## src/design/acpd_pkg.sv

```systemverilog
package acpd_pkg;

  // Decoder phase within one command.
  typedef enum logic [1:0] {
    PH_IDLE  = 2'd0,
    PH_SYNC  = 2'd1,
    PH_BITLO = 2'd2,
    PH_BITHI = 2'd3
  } phase_e;

  // Result status codes.
  typedef enum logic [2:0] {
    ST_OK    = 3'd0,
    ST_ATTN  = 3'd1,
    ST_RESET = 3'd2,
    ST_SYNC  = 3'd3,
    ST_BIT   = 3'd4
  } status_e;

  // Configuration port geometry and register indexes.
  localparam int unsigned CFG_IDX_W  = 2;
  localparam int unsigned CFG_DATA_W = 11;
  localparam logic [CFG_IDX_W-1:0] CFG_ATTN_MIN    = 2'd0;
  localparam logic [CFG_IDX_W-1:0] CFG_STRICT_SYNC = 2'd1;
  localparam logic [CFG_IDX_W-1:0] CFG_STRICT_DUTY = 2'd2;

  localparam logic [10:0] ATTN_MIN_RESET = 11'd500;

  // Timing limits in microseconds.
  localparam logic [15:0] ATTN_MAX_US     = 16'd1040;
  localparam logic [15:0] GRST_MIN_US     = 16'd2800;
  localparam logic [15:0] ATTN_TIMEOUT_US = 16'd4000;
  localparam logic [15:0] SYNC_TIMEOUT_US = 16'd150;
  localparam logic [15:0] SYNC_LO_US      = 16'd40;
  localparam logic [15:0] SYNC_HI_US      = 16'd95;
  localparam logic [15:0] SYNC_LO_STR_US  = 16'd42;
  localparam logic [15:0] SYNC_HI_STR_US  = 16'd91;
  localparam logic [15:0] BIT_LOW_MAX_US  = 16'd130;
  localparam logic [15:0] BIT_HIGH_MAX_US = 16'd100;
  localparam logic [8:0]  CELL_MIN_US     = 9'd70;
  localparam logic [8:0]  CELL_MAX_US     = 9'd130;
  localparam logic [3:0]  BITS_PER_CMD    = 4'd8;

  // Duty-cycle weights in percent.
  localparam logic [15:0] DUTY_SCALE = 16'd100;
  localparam logic [15:0] DUTY_ONE   = 16'd35;
  localparam logic [15:0] DUTY_MID   = 16'd50;
  localparam logic [15:0] DUTY_ZERO  = 16'd65;

  typedef struct packed {
    logic [10:0] attn_min_us;
    logic        strict_sync;
    logic        strict_duty;
  } cfg_t;

  typedef struct packed {
    logic        level;
    logic [15:0] duration_us;
    logic        want_srq;
  } item_t;

  typedef struct packed {
    phase_e      phase;
    logic [3:0]  bit_count;
    logic [7:0]  shift_byte;
    logic [7:0]  low_length;
  } ctx_t;

  typedef struct packed {
    logic        emit;
    status_e     status;
    logic [7:0]  command;
    logic        assert_srq;
  } result_t;

endpackage

```

## src/design/acpd_decode.sv

```systemverilog
// Combinational decode of one measured phase against the current context.
module acpd_decode (
  input  acpd_pkg::cfg_t    cfg_i,
  input  acpd_pkg::ctx_t    ctx_i,
  input  acpd_pkg::item_t   item_i,
  output acpd_pkg::ctx_t    ctx_o,
  output acpd_pkg::result_t res_o
);
  import acpd_pkg::*;

  logic [15:0] dur;
  logic [15:0] attn_dur;
  logic        attn_bad;
  logic [15:0] sync_lo;
  logic [15:0] sync_hi;
  logic [8:0]  cell_us;
  logic [15:0] lo100;
  logic [15:0] cell_one;
  logic [15:0] cell_mid;
  logic [15:0] cell_zero;
  logic        bit_val;
  logic        duty_bad;
  logic [3:0]  count_inc;
  logic [7:0]  shift_inc;

  // Window checks and duty-cycle arithmetic.
  always_comb begin
    dur       = item_i.duration_us;
    attn_dur  = (dur > ATTN_TIMEOUT_US) ? 16'd0 : dur;
    attn_bad  = (attn_dur == 16'd0) || (attn_dur > ATTN_MAX_US) ||
                (attn_dur < {5'd0, cfg_i.attn_min_us});
    sync_lo   = cfg_i.strict_sync ? SYNC_LO_STR_US : SYNC_LO_US;
    sync_hi   = cfg_i.strict_sync ? SYNC_HI_STR_US : SYNC_HI_US;
    cell_us   = {1'b0, ctx_i.low_length} + {1'b0, dur[7:0]};
    lo100     = {8'd0, ctx_i.low_length} * DUTY_SCALE;
    cell_one  = {7'd0, cell_us} * DUTY_ONE;
    cell_mid  = {7'd0, cell_us} * DUTY_MID;
    cell_zero = {7'd0, cell_us} * DUTY_ZERO;
    if (cfg_i.strict_duty) begin
      bit_val  = (lo100 < cell_one);
      duty_bad = !(lo100 < cell_one) && !(lo100 > cell_zero);
    end else begin
      bit_val  = (lo100 < cell_mid);
      duty_bad = 1'b0;
    end
    count_inc = ctx_i.bit_count + 4'd1;
    shift_inc = {ctx_i.shift_byte[6:0], bit_val};
  end

  // Phase sequencing and result selection.
  always_comb begin
    ctx_o            = ctx_i;
    res_o.emit       = 1'b0;
    res_o.status     = ST_OK;
    res_o.command    = 8'd0;
    res_o.assert_srq = 1'b0;
    unique case (ctx_i.phase)
      PH_IDLE: begin
        if (!item_i.level) begin
          if (attn_bad) begin
            res_o.emit   = 1'b1;
            res_o.status = (attn_dur >= GRST_MIN_US) ? ST_RESET : ST_ATTN;
          end else begin
            ctx_o.phase = PH_SYNC;
          end
        end
      end
      PH_SYNC: begin
        if (!item_i.level) begin
          ctx_o.phase = PH_IDLE;
        end else if ((dur == 16'd0) || (dur > SYNC_TIMEOUT_US) ||
                     (dur > sync_hi) || (dur < sync_lo)) begin
          res_o.emit   = 1'b1;
          res_o.status = ST_SYNC;
          ctx_o.phase  = PH_IDLE;
        end else begin
          ctx_o.bit_count  = 4'd0;
          ctx_o.shift_byte = 8'd0;
          ctx_o.phase      = PH_BITLO;
        end
      end
      PH_BITLO: begin
        if (item_i.level) begin
          ctx_o.phase = PH_IDLE;
        end else if ((dur == 16'd0) || (dur > BIT_LOW_MAX_US)) begin
          res_o.emit   = 1'b1;
          res_o.status = ST_BIT;
          ctx_o.phase  = PH_IDLE;
        end else begin
          ctx_o.low_length = dur[7:0];
          ctx_o.phase      = PH_BITHI;
        end
      end
      PH_BITHI: begin
        if (!item_i.level) begin
          ctx_o.phase = PH_IDLE;
        end else if ((dur == 16'd0) || (dur > BIT_HIGH_MAX_US) ||
                     (cell_us < CELL_MIN_US) || (cell_us > CELL_MAX_US) || duty_bad) begin
          res_o.emit   = 1'b1;
          res_o.status = ST_BIT;
          ctx_o.phase  = PH_IDLE;
        end else begin
          ctx_o.shift_byte = shift_inc;
          ctx_o.bit_count  = count_inc;
          if (count_inc >= BITS_PER_CMD) begin
            res_o.emit       = 1'b1;
            res_o.status     = ST_OK;
            res_o.command    = shift_inc;
            res_o.assert_srq = item_i.want_srq;
            ctx_o.phase      = PH_IDLE;
          end else begin
            ctx_o.phase = PH_BITLO;
          end
        end
      end
    endcase
  end

endmodule

```

## src/design/adb_command_pulse_decoder.sv

```systemverilog
// Channel   Dir  Handshake                    Payload (lowest bit first)
// s_axis    in   s_axis_tvalid/s_axis_tready  tuser: level; tdata: duration_us, want_srq
// m_axis    out  m_axis_tvalid/m_axis_tready  tdata: status, command, assert_srq
// cfg       in   cfg_we_i                     cfg_idx_i, cfg_wdata_i
//
// A result is offered on m_axis after its item is accepted: the item is held in
// the input register until the decode loads the result register. One item per
// cycle is sustained unless a stall on m_axis holds it; the decode state updates
// as an item leaves the input register. Items that cause no result leave no output.
// Reset (rst_ni low, asynchronous) returns to idle and loads register defaults.
// A stalled result holds; the input register keeps taking items until it is full.
module adb_command_pulse_decoder (
  input  logic                               clk_i,
  input  logic                               rst_ni,
  input  logic                               cfg_we_i,
  input  logic [acpd_pkg::CFG_IDX_W-1:0]     cfg_idx_i,
  input  logic [acpd_pkg::CFG_DATA_W-1:0]    cfg_wdata_i,
  input  logic                               s_axis_tvalid,
  output logic                               s_axis_tready,
  input  logic [23:0]                        s_axis_tdata,  // duration_us, want_srq, zero pad
  input  logic                               s_axis_tuser,  // level
  output logic                               m_axis_tvalid,
  input  logic                               m_axis_tready,
  output logic [15:0]                        m_axis_tdata   // status, command, assert_srq, pad
);
  import acpd_pkg::*;

  cfg_t    cfg_q;
  logic    in_valid_q;
  logic    in_valid_d;
  item_t   in_item_q;
  ctx_t    ctx_q;
  ctx_t    ctx_d;
  result_t res;
  logic    out_valid_q;
  logic    out_valid_d;
  status_e out_status_q;
  logic [7:0] out_cmd_q;
  logic    out_srq_q;
  logic    advance;
  logic    in_take;

  // Flow control between the input and result registers.
  assign advance       = in_valid_q && (!out_valid_q || m_axis_tready);
  assign s_axis_tready = !in_valid_q || advance;
  assign in_take       = s_axis_tvalid && s_axis_tready;
  assign in_valid_d    = in_take || (in_valid_q && !advance);
  assign out_valid_d   = advance ? res.emit : (out_valid_q && !m_axis_tready);

  // Configuration registers.
  always_ff @(posedge clk_i or negedge rst_ni) begin
    if (!rst_ni) begin
      cfg_q.attn_min_us <= ATTN_MIN_RESET;
      cfg_q.strict_sync <= 1'b0;
      cfg_q.strict_duty <= 1'b0;
    end else if (cfg_we_i) begin
      case (cfg_idx_i)
        CFG_ATTN_MIN:    cfg_q.attn_min_us <= cfg_wdata_i;
        CFG_STRICT_SYNC: cfg_q.strict_sync <= cfg_wdata_i[0];
        CFG_STRICT_DUTY: cfg_q.strict_duty <= cfg_wdata_i[0];
        default: ;
      endcase
    end
  end

  // Input register.
  always_ff @(posedge clk_i or negedge rst_ni) begin
    if (!rst_ni) begin
      in_valid_q <= 1'b0;
    end else begin
      in_valid_q <= in_valid_d;
    end
  end

  always_ff @(posedge clk_i) begin
    if (in_take) begin
      in_item_q.level       <= s_axis_tuser;
      in_item_q.duration_us <= s_axis_tdata[15:0];
      in_item_q.want_srq    <= s_axis_tdata[16];
    end
  end

  // Phase decode.
  acpd_decode u_decode (
    .cfg_i  (cfg_q),
    .ctx_i  (ctx_q),
    .item_i (in_item_q),
    .ctx_o  (ctx_d),
    .res_o  (res)
  );

  // Decoder context.
  always_ff @(posedge clk_i or negedge rst_ni) begin
    if (!rst_ni) begin
      ctx_q.phase      <= PH_IDLE;
      ctx_q.bit_count  <= 4'd0;
      ctx_q.shift_byte <= 8'd0;
      ctx_q.low_length <= 8'd0;
    end else if (advance) begin
      ctx_q <= ctx_d;
    end
  end

  // Result register.
  always_ff @(posedge clk_i or negedge rst_ni) begin
    if (!rst_ni) begin
      out_valid_q <= 1'b0;
    end else begin
      out_valid_q <= out_valid_d;
    end
  end

  always_ff @(posedge clk_i) begin
    if (advance && res.emit) begin
      out_status_q <= res.status;
      out_cmd_q    <= res.command;
      out_srq_q    <= res.assert_srq;
    end
  end

  assign m_axis_tvalid = out_valid_q;
  assign m_axis_tdata  = {4'd0, out_srq_q, out_cmd_q, out_status_q};

endmodule

```

## config.mk

```make
export PLATFORM = sky130hd
export DESIGN_NAME = adb_command_pulse_decoder
export DESIGN_NICKNAME = d
export VERILOG_FILES = /design/src/design/acpd_pkg.sv /design/src/design/acpd_decode.sv /design/src/design/adb_command_pulse_decoder.sv
export SDC_FILE = /design/constraint.sdc
export NUM_CORES = 1
export LEC_CHECK = 0
export ABC_AREA = 1
export BUFFER_PORTS_ARGS = -buffer_cell sky130_fd_sc_hd__clkbuf_2
export CORE_MARGIN = 3
export CORE_UTILIZATION = 56
export CTS_CLUSTER_SIZE = 25
export DETAILED_ROUTE_END_ITERATION = 6
export PLACE_DENSITY = 0.79
export SYNTH_ARGS = -nofsm -noshare
export SYNTH_HDL_FRONTEND = slang
export SYNTH_SLANG_ARGS = --single-unit
```

## constraint.sdc

```tcl
create_clock -name clk_i -period 5.63 [get_ports clk_i]
set_input_delay 0.2815 -clock clk_i [delete_from_list [all_inputs] [get_ports clk_i]]
set_output_delay 0.2815 -clock clk_i [all_outputs]
set_load 0.01 [all_outputs]
```

==> run metrics <==
status finished with violations; failing checks negative setup slack; vias 5934; Mapped Area 7010 um2; fin. max-slew vios 0; Cell Count Post-Placement 1120; Crit. Startpoint in_item_q[1]; global placement routability congestion 0.948; fraction of layout cells with a size suffix above 1 0.230; critical path class register to register; die width 118 um; Max VDD drop 272 uV; Syn-to-layout area delta 21.3%; r2r startpoint in_item_q[1]; number of diodes 0; most frequent CP cell nand2_1; Die Span Y 118 um; row cnt 40; wire per inst 13.6 um; initial core utilization 0.579; commonest non-fill, non-tap cell in the layout inv_1; final worst setup slack -0.0545 ns; pwr dens 271 nW/um2; clock sink total 66; IO buf count 49; largest cells by area after synthesis ha_1, edfxtp_1, dfrtp_1; WP data arrival 5.73 ns; root buf cell clkbuf_16; Slowest-stage cell, CP fa_1; antenna-violating nets left 0; synthesized flop and latch total 66; Max stage delay on crit path 0.52 ns; Critical Path End Type register; CTS Hold Buffers Added 0; Overall Power 2300 uW; Synth Flop Type edfxtp_1; syn_area_per_cell 8.22 um2; RSZ-0062 raised after global routing true; Synth area leader ha_1; cell area after placement 7850 um2; final std cells w/o fill 1142; GRT Overall Usage 0.227; Max Cap Viol 0; largest net degree at the start of global routing 37; asr flop ratio synth 0.545; vias in the first global route 5577; final period utilization 1.01; # setup viols final 23; Leak 0.00457 uW; clock buffer depth 2; Fill cells 933; first-pass detailed-route iteration total 5; Setup Skew 0.00925 ns; Crit Reg-Reg Endpoint out_srq_q; total gr overflow 0; Ys Warns 0; nature of the critical path startpoint register; Hold WC Path Type input port to async pin; initial antenna violation count 0; most frequent cells in the layout inv_1, nand2_1, ha_1, buf_4, nor2_1; actual slew at the worst max-slew pin 0.915 ns; nets@finish 1173; crit path max fanout 6; design area 8500 um2; top cell type's share of synthesized area 0.263; clk_lat worst skew 0.34 ns; Post-Syn Instances 852; drt total wl 15600 um; Tmin final 5.68 ns; die area 13900 um2; dpl hpwl 12400 um; Highest Clock Rate 0.176 GHz; Post-synth EDFFs 30; DRT iter0 DRCs 335; R2R Setup Slk -0.05 ns; number of H-tree levels 3; clock-pin slew on the worst setup and hold paths 0.06 ns; FF-to-FF path depth 33; core area 12100 um2; library cells used by synthesis 54; register area share after synthesis 0.258; final hold violations 0; Num CTS Buffers 9; IO Pins 61; first-pass GRT wire length 25800 um; # DRC 0; relative slew slack 0.390; DR vias/cell 5.20; CP required 5.68 ns; Setup WS pre-CTS -0.320 ns; CTS tree done
Yosys cell counts (15+ instances only):
library cell and instances:
inv_1 154, ha_1 147, nand2_1 141, a21oi_1 60, nor2_1 59, nand3_1 33, dfrtp_1 30, edfxtp_1 30
o21ai_0 23, xor2_1 21, nand2_2 17, xnor2_1 15
routing by layer:
| layer | global-route usage | vias to the layer above | share of wire |
|---|---|---|---|
| met2 | 0.378 | 151 | 0.48 |
| met4 | 0.0659 | 0 | 0.019 |
| met3 | 0.0346 | 32 | 0.045 |
| met1 | 0.307 | 2721 | 0.46 |
| met5 | 0 | - | 0 |
| li1 | - | 3030 | - |
critical path, delay by kind of cell (launching register included):
kind | cells | cell delay, ns
buf+inv | 6 | 0.53
simple gates | 12 | 1.09
xor+xnor | 2 | 0.28
fa+ha+maj | 7 | 2.25
compound gates | 6 | 0.84
flops | 1 | 0.40
what timing repair did:
item                                    CTS  global route
endpoints found under the setup margin   35            35
buffers inserted                          5             0
pin swaps                                13             5
gates resized for setup                  22            31
cloned                                    1             0
sequential cells by signal (all words and copies together) (netlist names):
register / cells
cfg_q: 13
ctx_q: 21
in_item_q: 18
in_valid_q: 1
m_axis_tvalid: 1
out_cmd_q: 8
out_srq_q: 1
out_status_q: 3
cells by family (layout without fill, tap and decap cells):
kind of cell / count (synthesis) / in the layout / synth area share
AND/OR/NAND/NOR: 288 / 288 / 0.184
buffers and inverters: 171 / 290 / 0.0986
adder cells (fa/ha/maj): 161 / 161 / 0.302
AO/OA/AOI/OAI: 128 / 128 / 0.109
flip-flops: 66 / 66 / 0.258
XOR/XNOR: 37 / 37 / 0.0473
other: 1 / 4 / 0.000535
area by class of cell:
type / count / area, um2 / area share
Clock buffer: 14 / 264 / 0.0311
Multi-Input combinational cell: 618 / 4770 / 0.562
Tap cell: 168 / 210 / 0.0247
Timing Repair inverter: 1 / 7.51 / 0.000884
Inverter: 158 / 598 / 0.0704
Sequential cell: 66 / 1810 / 0.213
Timing Repair Buffer: 115 / 773 / 0.0910
Clock inverter: 2 / 60.1 / 0.00707
metrics by stage:
step / hold WS (ns) / utilization / TNS (ns)
global route: 0.114 / 0.702 / -8.72
CTS: 0.0879 / 0.687 / -0.182
global placement: 0.441 / 0.648 / -1.86
floorplan: -0.0141 / - / 0
detailed placement: 0.446 / 0.648 / -8.37
finish: 0.0689 / 0.702 / -0.761
report_power, final:
part	total, uW	internal [uW]	switching, uW
sequential	640	595	45.1
clock	606	412	194
combinational	1060	450	608
total	2300	1460	847
worst max path at each step:
stage	slack, ns	depth (start not counted)	endpoint
6_report	-0.05	33	out_srq_q
3_3_place_gp	-0.11	32	out_cmd_q[0]
4_1_cts	-0.03	32	out_cmd_q[4]
2_1_floorplan	0.001	33	out_cmd_q[0]
3_5_place_dp	-0.32	31	out_cmd_q[7]
5_1_grt	-0.31	32	out_cmd_q[3]
Note: power is estimated with default switching activity, not from simulation.
